===== config.mk =====
export PLATFORM = sky130hd
export DESIGN_NAME = tlwbc_ctrl
export DESIGN_NICKNAME = d
export VERILOG_FILES = /design/src/rtl/core/tlwbc_pkg.sv /design/src/rtl/core/tlwbc_ctrl.sv
export SDC_FILE = /design/constraint.sdc
export NUM_CORES = 1
export LEC_CHECK = 0
export ABC_AREA = 1
export BUFFER_PORTS_ARGS = -buffer_cell sky130_fd_sc_hd__buf_4
export CORE_ASPECT_RATIO = 1.1
export CORE_MARGIN = 1
export CORE_UTILIZATION = 44
export CTS_BUF_LIST = sky130_fd_sc_hd__clkbuf_4 sky130_fd_sc_hd__clkbuf_8 sky130_fd_sc_hd__clkbuf_16
export DETAILED_ROUTE_END_ITERATION = 16
export GPL_ROUTABILITY_DRIVEN = 0
export PLACE_DENSITY = 0.73
export SETUP_SLACK_MARGIN = 0.2
export SYNTH_ARGS = -nofsm -noshare
export SYNTH_HDL_FRONTEND = slang
export SYNTH_SLANG_ARGS = --single-unit

===== constraint.sdc =====
create_clock -name clock -period 1.1 [get_ports clock]
set_clock_uncertainty 0.05 [all_clocks]
set_input_delay 0.22 -clock clock [delete_from_list [all_inputs] [get_ports clock]]
set_output_delay 0.22 -clock clock [all_outputs]
set_load 0.01 [all_outputs]

===== src/rtl/core/tlwbc_pkg.sv =====
// Shared constants, types and command/status groups of the two-level cache core.
package tlwbc_pkg;

   localparam int BLOCK_BYTES  = 64;
   localparam int L1_LINES     = 256;
   localparam int L2_LINES     = 512;
   localparam int MEMORY_BYTES = 65536;

   localparam int WORD_BITS = 32;
   localparam int BLK_WORDS = BLOCK_BYTES / 4;
   localparam int BLK_BITS  = BLK_WORDS * WORD_BITS;
   localparam int OFF_W     = $clog2(BLK_WORDS);
   localparam int BOFF_W    = $clog2(BLOCK_BYTES);
   localparam int ADDR_W    = $clog2(MEMORY_BYTES);
   localparam int MEM_ROWS  = MEMORY_BYTES / BLOCK_BYTES;
   localparam int ROW_W     = $clog2(MEM_ROWS);
   localparam int L1_IDX_W  = $clog2(L1_LINES);
   localparam int L1_TAG_W  = ROW_W - L1_IDX_W;
   localparam int L2_IDX_W  = $clog2(L2_LINES);
   localparam int L2_TAG_W  = ROW_W - L2_IDX_W;
   localparam int COST_W    = 16;
   localparam int CSR_AW    = 5;

   typedef logic [BLK_BITS-1:0] block_type;

   typedef enum logic [2:0] {
      REG_DRAM_READ  = 3'd0,
      REG_DRAM_WRITE = 3'd1,
      REG_L2_READ    = 3'd2,
      REG_L2_WRITE   = 3'd3,
      REG_L1_READ    = 3'd4,
      REG_L1_WRITE   = 3'd5
   } reg_index_type;

   typedef struct packed {
      logic [COST_W-1:0] dram_read;
      logic [COST_W-1:0] dram_write;
      logic [COST_W-1:0] l2_read;
      logic [COST_W-1:0] l2_write;
      logic [COST_W-1:0] l1_read;
      logic [COST_W-1:0] l1_write;
   } cost_type;

   typedef struct packed {
      logic capture;
      logic l1_look;
      logic l2_issue;
      logic l2_wr;
      logic l2_check;
      logic mem_wb;
      logic mem_rd;
      logic l2_done;
      logic finish;
      logic clear_step;
   } cmd_type;

   typedef struct packed {
      logic clear_done;
      logic err;
      logic l1_hit;
      logic l1_victim_dirty;
      logic l2_hit;
      logic l2_victim_dirty;
      logic out_free;
   } status_type;

endpackage


===== src/rtl/core/tlwbc_ctrl.sv =====
// Sequencer of the two-level cache core: steps one access through L1, L2 and memory.
module tlwbc_ctrl import tlwbc_pkg::*; (
   input  logic       clock,
   input  logic       reset,
   input  logic       req_valid,
   output logic       req_ready,
   input  status_type stat,
   output cmd_type    cmd
);

   typedef enum logic [9:0] {
      S_CLEAR    = 10'b0000000001,
      S_IDLE     = 10'b0000000010,
      S_LOOK     = 10'b0000000100,
      S_L2_ISSUE = 10'b0000001000,
      S_L2_CHECK = 10'b0000010000,
      S_MEM_WB   = 10'b0000100000,
      S_MEM_RD   = 10'b0001000000,
      S_L2_DONE  = 10'b0010000000,
      S_FINISH   = 10'b0100000000,
      S_SPARE    = 10'b1000000000
   } state_type;

   state_type state_ff, state_in;
   logic      wr_ff, wr_in;

   always_ff @(posedge clock) begin
      if (reset) begin
         state_ff <= S_CLEAR;
         wr_ff    <= 1'b0;
      end else begin
         state_ff <= state_in;
         wr_ff    <= wr_in;
      end
   end

   always_comb begin
      state_in  = state_ff;
      wr_in     = wr_ff;
      cmd       = '0;
      cmd.l2_wr = wr_ff;
      req_ready = 1'b0;
      unique case (state_ff)
         S_CLEAR: begin
            cmd.clear_step = 1'b1;
            if (stat.clear_done) state_in = S_IDLE;
         end
         S_IDLE: begin
            req_ready = 1'b1;
            if (req_valid) begin
               cmd.capture = 1'b1;
               state_in    = S_LOOK;
            end
         end
         S_LOOK: begin
            cmd.l1_look = 1'b1;
            if (stat.err || stat.l1_hit) begin
               state_in = S_FINISH;
            end else begin
               wr_in    = stat.l1_victim_dirty;
               state_in = S_L2_ISSUE;
            end
         end
         S_L2_ISSUE: begin
            cmd.l2_issue = 1'b1;
            state_in     = S_L2_CHECK;
         end
         S_L2_CHECK: begin
            cmd.l2_check = 1'b1;
            if (stat.l2_hit)               state_in = S_L2_DONE;
            else if (stat.l2_victim_dirty) state_in = S_MEM_WB;
            else                           state_in = S_MEM_RD;
         end
         S_MEM_WB: begin
            cmd.mem_wb = 1'b1;
            state_in   = S_MEM_RD;
         end
         S_MEM_RD: begin
            cmd.mem_rd = 1'b1;
            state_in   = S_L2_DONE;
         end
         S_L2_DONE: begin
            cmd.l2_done = 1'b1;
            if (wr_ff) begin
               wr_in    = 1'b0;
               state_in = S_L2_ISSUE;
            end else begin
               state_in = S_FINISH;
            end
         end
         S_FINISH: begin
            if (stat.out_free) begin
               cmd.finish = 1'b1;
               state_in   = S_IDLE;
            end
         end
         default: state_in = S_IDLE;
      endcase
   end

endmodule


==> flow_metrics.env, run 1 <==
export IMPL_htreeDepth=1
export IMPL_clockBufferDepth=2
export IMPL_grt_overflow_total=13
export IMPL_grt_max_degree=9
export IMPL_die_y_um=43.9
export IMPL_yosysSeqAreaShare=0.286
export IMPL_synth_compound_area_frac=0.0357
export IMPL_clock_sinks=10
export IMPL_postSynthAreaPerCell_um2=5.89
export IMPL_cts_buffers=3
export IMPL_synth_top_family_by_area="simple AND/OR/NAND/NOR gates"
export IMPL_status="did not finish"
export IMPL_haltStage="global routing"
export IMPL_ys_warn_count=0
export IMPL_hold_buffers=0
export IMPL_port_buffers=20
export IMPL_initial_core_util=0.494
export IMPL_dp_hpwl_mm=1.54
export IMPL_error="[ERROR GRT-0232] Routing congestion too high. Check the congestion heatmap in the GUI."
export IMPL_synthesis_area_um2=701
export IMPL_worst_endpoint_kind="output port"
export IMPL_synth_seq_cells=10
export IMPL_num_rows=14
export IMPL_syn_inst=119
export IMPL_yosys_area_share_simple=0.507
export IMPL_ys_types=17
export IMPL_fp_dieW_um=40.1
export IMPL_synthAdderAreaFrac=0
export IMPL_synth_mux_area_frac=0
export IMPL_ios=21
export IMPL_grt_worst_endpoint="cmd[0]"
export IMPL_grt_usage=0.638
export IMPL_synth_xor_area_frac=0
export IMPL_cts_root_buffer="clkbuf_4"
export IMPL_syn_nets=129
==> cell usage after synthesis, drive strengths merged <==
| master | number | area share |
|---|---|---|
| a21oi | 4 | 0.029 |
| buf | 3 | 0.027 |
| dfxtp | 10 | 0.29 |
| inv | 27 | 0.14 |
| nand2 | 19 | 0.10 |
| nand3 | 16 | 0.12 |
| nand3b | 1 | 0.011 |
| nand4 | 3 | 0.027 |
| nor2 | 27 | 0.18 |
| nor3 | 5 | 0.036 |
| nor4 | 3 | 0.027 |
| o21ai | 1 | 0.0071 |
==> cells by family after synthesis <==
group / after synthesis
simple gates: 74
buf+inv: 30
flops: 10
compound gates: 5
==> routing by layer <==
| layer | GRT overflow | GRT usage |
|---|---|---|
| met5 | 0 | 0.0714 |
| met4 | 9 | 0.779 |
| met3 | 0 | 0.400 |
| met2 | 4 | 0.800 |
| met1 | 0 | 0.613 |
==> stage by stage <==
stage	cell area [µm²]	std cells	setup WS, ns
2_1_floorplan	812	119	-0.0804
4_1_cts	1320	181	-0.460
3_5_place_dp	1030	162	-0.278
3_3_place_gp	1030	162	-0.286
==> what timing repair did <==
item	in CTS
setup endpoints to repair	21
pin swaps	17
gates resized for setup	41
buffers inserted	15
endpoints found under the hold margin	0
==> run 2: changes to the inputs <==
==> config.mk (replaced) <==
export PLATFORM = sky130hd
export DESIGN_NAME = tlwbc_ctrl
export DESIGN_NICKNAME = d
export VERILOG_FILES = /design/src/rtl/core/tlwbc_pkg.sv /design/src/rtl/core/tlwbc_ctrl.sv
export SDC_FILE = /design/constraint.sdc
export NUM_CORES = 1
export LEC_CHECK = 0
export ABC_AREA = 1
export BUFFER_PORTS_ARGS = -buffer_cell sky130_fd_sc_hd__buf_4
export CORE_AREA = 2 2 63 65
export DETAILED_ROUTE_END_ITERATION = 16
export DIE_AREA = 0 0 65 67
export GPL_ROUTABILITY_DRIVEN = 0
export PLACE_DENSITY_LB_ADDON = 0.15
export SYNTH_ARGS = -nofsm -noshare
export SYNTH_HDL_FRONTEND = slang
export SYNTH_SLANG_ARGS = --single-unit
==> constraint.sdc (replaced) <==
create_clock -name clock -period 1.43 [get_ports clock]
set_clock_uncertainty 0.05 [all_clocks]
set_input_delay 0.286 -clock clock [delete_from_list [all_inputs] [get_ports clock]]
set_output_delay 0.286 -clock clock [all_outputs]
set_load 0.01 [all_outputs]
==> run 2 against run 1 <==
Against the previous run:
- area after synthesis is the same
- the flow now finishes, with violations (setup timing)
- synthesized cell count is the same
==> flow_metrics.env, run 2 <==
export IMPL_power_uw=765
export IMPL_yosysSeqAreaShare=0.286
export IMPL_vias=863
export IMPL_rsz0062_at_grt="yes"
export IMPL_utilization=0.335
export IMPL_worst_setup_path_type="reg2out"
export IMPL_cp_required_ns=1.09
export IMPL_hold_viol=0
export IMPL_die_y_um=67
export IMPL_antenna_found_initial=0
export IMPL_path_clk_slew_ns=0.05
export IMPL_port_buffers=20
export IMPL_clockBufferDepth=2
export IMPL_cts_root_buffer="clkbuf_8"
export IMPL_die_area_um2=4360
export IMPL_ys_types=17
export IMPL_largest_reg_flops=9
export IMPL_syn_inst=119
export IMPL_syn_nets=129
export IMPL_hold_buffers=0
export IMPL_grt_met1_usage=0.158
export IMPL_cp_max_fo=5
export IMPL_drv_cap=0
export IMPL_final_common_cell="buf_4"
export IMPL_wl_per_cell_um=11.3
export IMPL_start_kind="flip-flop"
export IMPL_netlist_area_leader_share=0.286
export IMPL_ys_warn_count=0
export IMPL_yosys_top_cells_count="inv_1 (25), nor2_1 (20), nand2_1 (19)"
export IMPL_slew_viol_final=0
export IMPL_ys_async_sr_fraction=0
export IMPL_synth_edf_count=0
export IMPL_top_register="state_ff"
export IMPL_synth_most_common_cell="inv_1"
export IMPL_grt_pass1_wl_mm=3.80
export IMPL_placed_area_um2=982
export IMPL_synthFlopType="dfxtp_1"
export IMPL_fp_dieW_um=65
export IMPL_leakagePower_uw=0.000596
export IMPL_post_place_ws_ns=-0.0101
export IMPL_cellPowerDensity_nw_per_um2=633
export IMPL_layout_common_cells="buf_4 (31), inv_1 (23), nor2_1 (14), nand2_1 (14), nand3_1 (10)"
export IMPL_hold_slack_ns=0.173
export IMPL_dp_hpwl_mm=1.73
export IMPL_top_regs="state_ff: 9 flops, wr_ff: 1 flops"
export IMPL_relSlewSlack=0.870
export IMPL_ant_nets=0
export IMPL_synthesis_area_um2=701
export IMPL_synth_largest_area_cell="dfxtp_1"
export IMPL_vdd_ir_drop_worst_mv=0.340
export IMPL_syn_to_final_growth_pct=72.5
export IMPL_busiest_layer="met2"
export IMPL_grt_usage=0.118
export IMPL_setup_violations=10
export IMPL_grt_max_degree=9
export IMPL_end_kind="output pin"
export IMPL_stdcell_area_um2=1210
export IMPL_cp_cell_sequence="nor2_4 -> nand2_2 -> nor2_2 -> nand2_1 -> inv_1 -> buf_4"
export IMPL_grt_pass1_vias=844
export IMPL_finalCritPeriodShare=1.13
export IMPL_first_pass_iters=4
export IMPL_ios=21
export IMPL_grtUsageMet2=0.179
export IMPL_antenna_cells=0
export IMPL_fp_coreArea_um2=3610
export IMPL_fill_cells=405
export IMPL_nNetsFinal=168
export IMPL_drc=0
export IMPL_cts_buffers=3
export IMPL_drive_gt1_frac=0.506
export IMPL_ys_top_cells_by_area="dfxtp_1 (29%), inv_1 (13%), nand3_1 (11%), nor2_1 (11%), nand2_1 (10%)"
export IMPL_cpPeakStageDelay_ns=0.36
export IMPL_grt_overflow_total=0
export IMPL_hp_class="in2reg"
export IMPL_num_rows=22
export IMPL_status="finished with violations"
export IMPL_postSynthAreaPerCell_um2=5.89
export IMPL_grtUsageMet3=0.0270
export IMPL_initial_core_util=0.194
export IMPL_wl_mm=2.31
export IMPL_htreeDepth=1
export IMPL_cts_tree="built"
export IMPL_critPathArrivalTime_ns=1.28
export IMPL_clock_sinks=10
export IMPL_cp_slowest_cell="dfxtp_4"
export IMPL_violations="setup timing"
export IMPL_initialDrtViolationCount=39
export IMPL_post_route_min_period_ns=1.62
export IMPL_vias_per_cell=4.23
export IMPL_clkLatencyLatePin_ns=0.24
export IMPL_fin_ws_ns=-0.185
export IMPL_worstMarginPinSlew_ns=0.194
export IMPL_synth_seq_cells=10
export IMPL_fmax_ghz=0.619
[run 2: final timing paths]
kind | from | cells after the start | slack (ns) | end
setup / recovery | state_ff[0] | 6 | -0.19 | cmd[4]
hold / removal | stat[2] | 2 | 0.17 | state_ff[5]
setup reg to reg | state_ff[0] | 11 | 0.02 | state_ff[1]
hold reg to reg | wr_ff | 2 | 0.44 | state_ff[3]
[run 2: timing repair]
action | CTS | global route
endpoints found under the setup margin | 10 | 12
resized for setup | 32 | 12
pin swaps | 3 | 4
endpoints found under the hold margin | 0 | 0
setup buffers | 3 | 2
[run 2: worst max-delay path, delay by kind of cell, from the launching register on]
family                 cells  cell delay [ns]
flip-flops                 1             0.36
buffers and inverters      2             0.19
AND/OR/NAND/NOR            4             0.50
[run 2: final cells by class]
cell class | instances | area (µm²) | area share
Timing Repair Buffer | 37 | 300 | 0.248
Inverter | 27 | 101 | 0.0839
Sequential cell | 10 | 211 | 0.175
Clock buffer | 3 | 41.3 | 0.0342
Multi-Input combinational cell | 79 | 494 | 0.409
Tap cell | 48 | 60.1 | 0.0497
[run 2: through the flow]
stage | TNS (ns) | instances
2_1_floorplan | 0 | 119
3_3_place_gp | -0.119 | 196
3_5_place_dp | -0.0191 | 196
4_1_cts | -1.35 | 202
5_1_grt | -2.37 | 204
6_report | -1.39 | 204
[run 2: cell families (layout without fill, tap and decap cells)]
logic type             count (synthesis)  count (layout)  share of synthesized area
AO/OA/AOI/OAI                          5               5                     0.0357
buffers and inverters                 30              67                      0.171
flip-flops                            10              10                      0.286
AND/OR/NAND/NOR                       74              74                      0.507
[run 2: report_power, final]
group | internal [µW] | leakage, µW | switching [µW] | total (µW)
clock | 184 | 0.0000216 | 111 | 295
sequential | 287 | 0.0000842 | 10.0 | 298
combinational | 82.9 | 0.000490 | 88.7 | 172
[run 2: metal layers]
metal	vias up	share of wire
met2	22	0.44
li1	443	-
met5	-	0
met4	0	0.016
met3	5	0.049
met1	393	0.49
(Power assumes the default switching activity.)
==> run 3: changes to the inputs <==
--- a/config.mk
+++ b/config.mk
@@ -5,7 +5,7 @@
 export SDC_FILE = /design/constraint.sdc
 export NUM_CORES = 1
 export LEC_CHECK = 0
-export ABC_AREA = 1
+export ABC_AREA = 0
 export BUFFER_PORTS_ARGS = -buffer_cell sky130_fd_sc_hd__buf_4
 export CORE_AREA = 2 2 63 65
 export DETAILED_ROUTE_END_ITERATION = 16
==> run 3 against run 2 <==
Against the previous run:
- the run still ends with setup timing left
- synthesized cell count fell by 36%
- register-to-register slack worse by 0.27 ns
- flip-flop and latch count unchanged
- count of clock-buffer cells in the layout is 1 higher
- setup slack worse by 0.29 ns
- clock power up 20%
- non-clock buffer count up 13
- final cell count decreased by 14%
- global-route usage shrank 0.64 points
- sequential power is 2% lower
- core utilization up 2.4 points
- critical path depth decreased by 2
- critical endpoint is now cmd[1]
- largest cell class unchanged
- largest power group is now the clock network
==> flow_metrics.env, run 3 <==
export IMPL_die_y_um=67
export IMPL_yosysSeqAreaShare=0.296
export IMPL_cts_buffers=3
export IMPL_cp_required_ns=1.09
export IMPL_drive_gt1_frac=0.693
export IMPL_initialDrtViolationCount=20
export IMPL_dp_hpwl_mm=1.61
export IMPL_top_regs="state_ff: 9 flops, wr_ff: 1 flops"
export IMPL_grt_pass1_vias=766
export IMPL_utilization=0.359
export IMPL_synthFlopType="dfxtp_1"
export IMPL_port_buffers=20
export IMPL_largest_reg_flops=9
export IMPL_drv_cap=0
export IMPL_slew_viol_final=0
export IMPL_placed_area_um2=1050
export IMPL_cp_cell_sequence="or4_4 -> nor2_2 -> and4_1 -> buf_4"
export IMPL_layout_common_cells="buf_4 (42), buf_6 (8), nor2_1 (7)"
export IMPL_post_place_ws_ns=-0.251
export IMPL_ys_top_cells_by_area="dfxtp_1 (30%), nor4b_1 (5.2%), nor2_1 (5.0%), nor4_4 (3.1%), buf_12 (3.0%)"
export IMPL_relSlewSlack=0.784
export IMPL_num_rows=22
export IMPL_synth_most_common_cell="dfxtp_1"
export IMPL_worstMarginPinSlew_ns=0.323
export IMPL_yosys_top_cells_count="dfxtp_1 (10), nor2_1 (9), nand2_1 (5)"
export IMPL_first_pass_iters=4
export IMPL_ys_warn_count=0
export IMPL_postSynthAreaPerCell_um2=8.89
export IMPL_syn_to_final_growth_pct=91.7
export IMPL_clockBufferDepth=2
export IMPL_wl_mm=2.22
export IMPL_antenna_cells=0
export IMPL_top_register="state_ff"
export IMPL_synthesis_area_um2=676
export IMPL_status="finished with violations"
export IMPL_start_kind="flip-flop"
export IMPL_power_uw=838
export IMPL_cp_slowest_cell="or4_4"
export IMPL_fill_cells=384
export IMPL_cpPeakStageDelay_ns=0.57
export IMPL_leakagePower_uw=0.000552
export IMPL_cts_root_buffer="clkbuf_8"
export IMPL_cts_tree="built"
export IMPL_syn_inst=76
export IMPL_final_common_cell="buf_4"
export IMPL_synth_seq_cells=10
export IMPL_timing_critical_path_buf_inv=1
export IMPL_hp_class="in2reg"
export IMPL_cp_max_fo=4
export IMPL_die_area_um2=4360
export IMPL_antenna_found_initial=0
export IMPL_ant_nets=0
export IMPL_rsz0062_at_grt="yes"
export IMPL_end_kind="output pin"
export IMPL_netlist_area_leader_share=0.296
export IMPL_fp_dieW_um=65
export IMPL_syn_nets=86
export IMPL_clkLatencyLatePin_ns=0.23
export IMPL_post_route_min_period_ns=1.91
export IMPL_finalCritPeriodShare=1.33
export IMPL_synth_edf_count=0
export IMPL_wl_per_cell_um=12.7
export IMPL_critPathArrivalTime_ns=1.57
export IMPL_nNetsFinal=138
export IMPL_cellPowerDensity_nw_per_um2=647
export IMPL_fmax_ghz=0.525
export IMPL_grt_max_degree=7
export IMPL_grt_usage=0.112
export IMPL_grt_overflow_total=0
export IMPL_path_clk_slew_ns=0.05
export IMPL_vias=760
export IMPL_hold_viol=0
export IMPL_setup_tns_ns=-4.64
export IMPL_ys_async_sr_fraction=0
export IMPL_stdcell_area_um2=1290
export IMPL_worst_setup_path_type="reg2out"
export IMPL_ios=21
export IMPL_setup_violations=16
export IMPL_initial_core_util=0.187
export IMPL_clock_sinks=10
export IMPL_critical_path_top_delay_family="simple AND/OR/NAND/NOR gates"
export IMPL_htreeDepth=1
export IMPL_fin_ws_ns=-0.476
export IMPL_fp_coreArea_um2=3610
export IMPL_vdd_ir_drop_worst_mv=0.413
export IMPL_vias_per_cell=4.34
export IMPL_violations="setup timing"
export IMPL_ys_types=38
export IMPL_grt_pass1_wl_mm=3.68
export IMPL_hold_buffers=0
export IMPL_drc=0
export IMPL_synth_largest_area_cell="dfxtp_1"
-- run 3: worst paths after layout --
path              depth (start not counted)          end   startpoint  slack, ns
setup / recovery                          4       cmd[1]  state_ff[4]      -0.48
hold / removal                            2  state_ff[3]        reset       0.22
setup reg to reg                          6  state_ff[1]  state_ff[4]      -0.25
hold reg to reg                           1  state_ff[6]  state_ff[6]       0.41
-- run 3: cell type report --
class	count	area [µm²]	share of cell area
multi-input cells	60	552	0.426
flip-flops and latches	10	211	0.163
clock buffers	4	55.1	0.0425
well taps	48	60.1	0.0464
repair buffers	50	405	0.313
inverters	3	11.3	0.00870
-- run 3: routing by layer --
| layer | track usage | wire length, µm |
|---|---|---|
| met1 | 0.149 | 1040 |
| met2 | 0.175 | 1060 |
| met3 | 0.0372 | 105 |
| met5 | 0 | 0 |
| met4 | 0.0239 | 9 |
-- run 3: stage by stage --
stage,std cells,hold WS (ns)
2_1_floorplan,76,0.298
3_3_place_gp,165,0.410
3_5_place_dp,165,0.406
4_1_cts,173,0.215
5_1_grt,175,0.220
6_report,175,0.220
-- run 3: report_power, final --
group | leakage (µW) | internal, µW | total (µW) | switching [µW]
clock network | 0.0000288 | 242 | 355 | 113
logic | 0.000439 | 102 | 191 | 89.1
registers | 0.0000848 | 285 | 292 | 7.81
-- run 3: cells by family (layout without fill, tap and decap cells) --
logic type,count (synthesis),count (layout),synth area share
and+or+nand+nor,46,46,0.467
AOI/OAI and AO/OA,12,12,0.137
DFF,10,10,0.296
buffers and inverters,6,57,0.0741
xor gates and xnor gates,2,2,0.0259
-- run 3: timing repair --
| action | in CTS | in global routing |
|---|---|---|
| gates cloned | 0 | 0 |
| endpoints found under the hold margin | 0 | 0 |
| pin swaps | 5 | 2 |
| resized for setup | 23 | 13 |
| setup buffers | 5 | 2 |
| setup endpoints to repair | 20 | 19 |
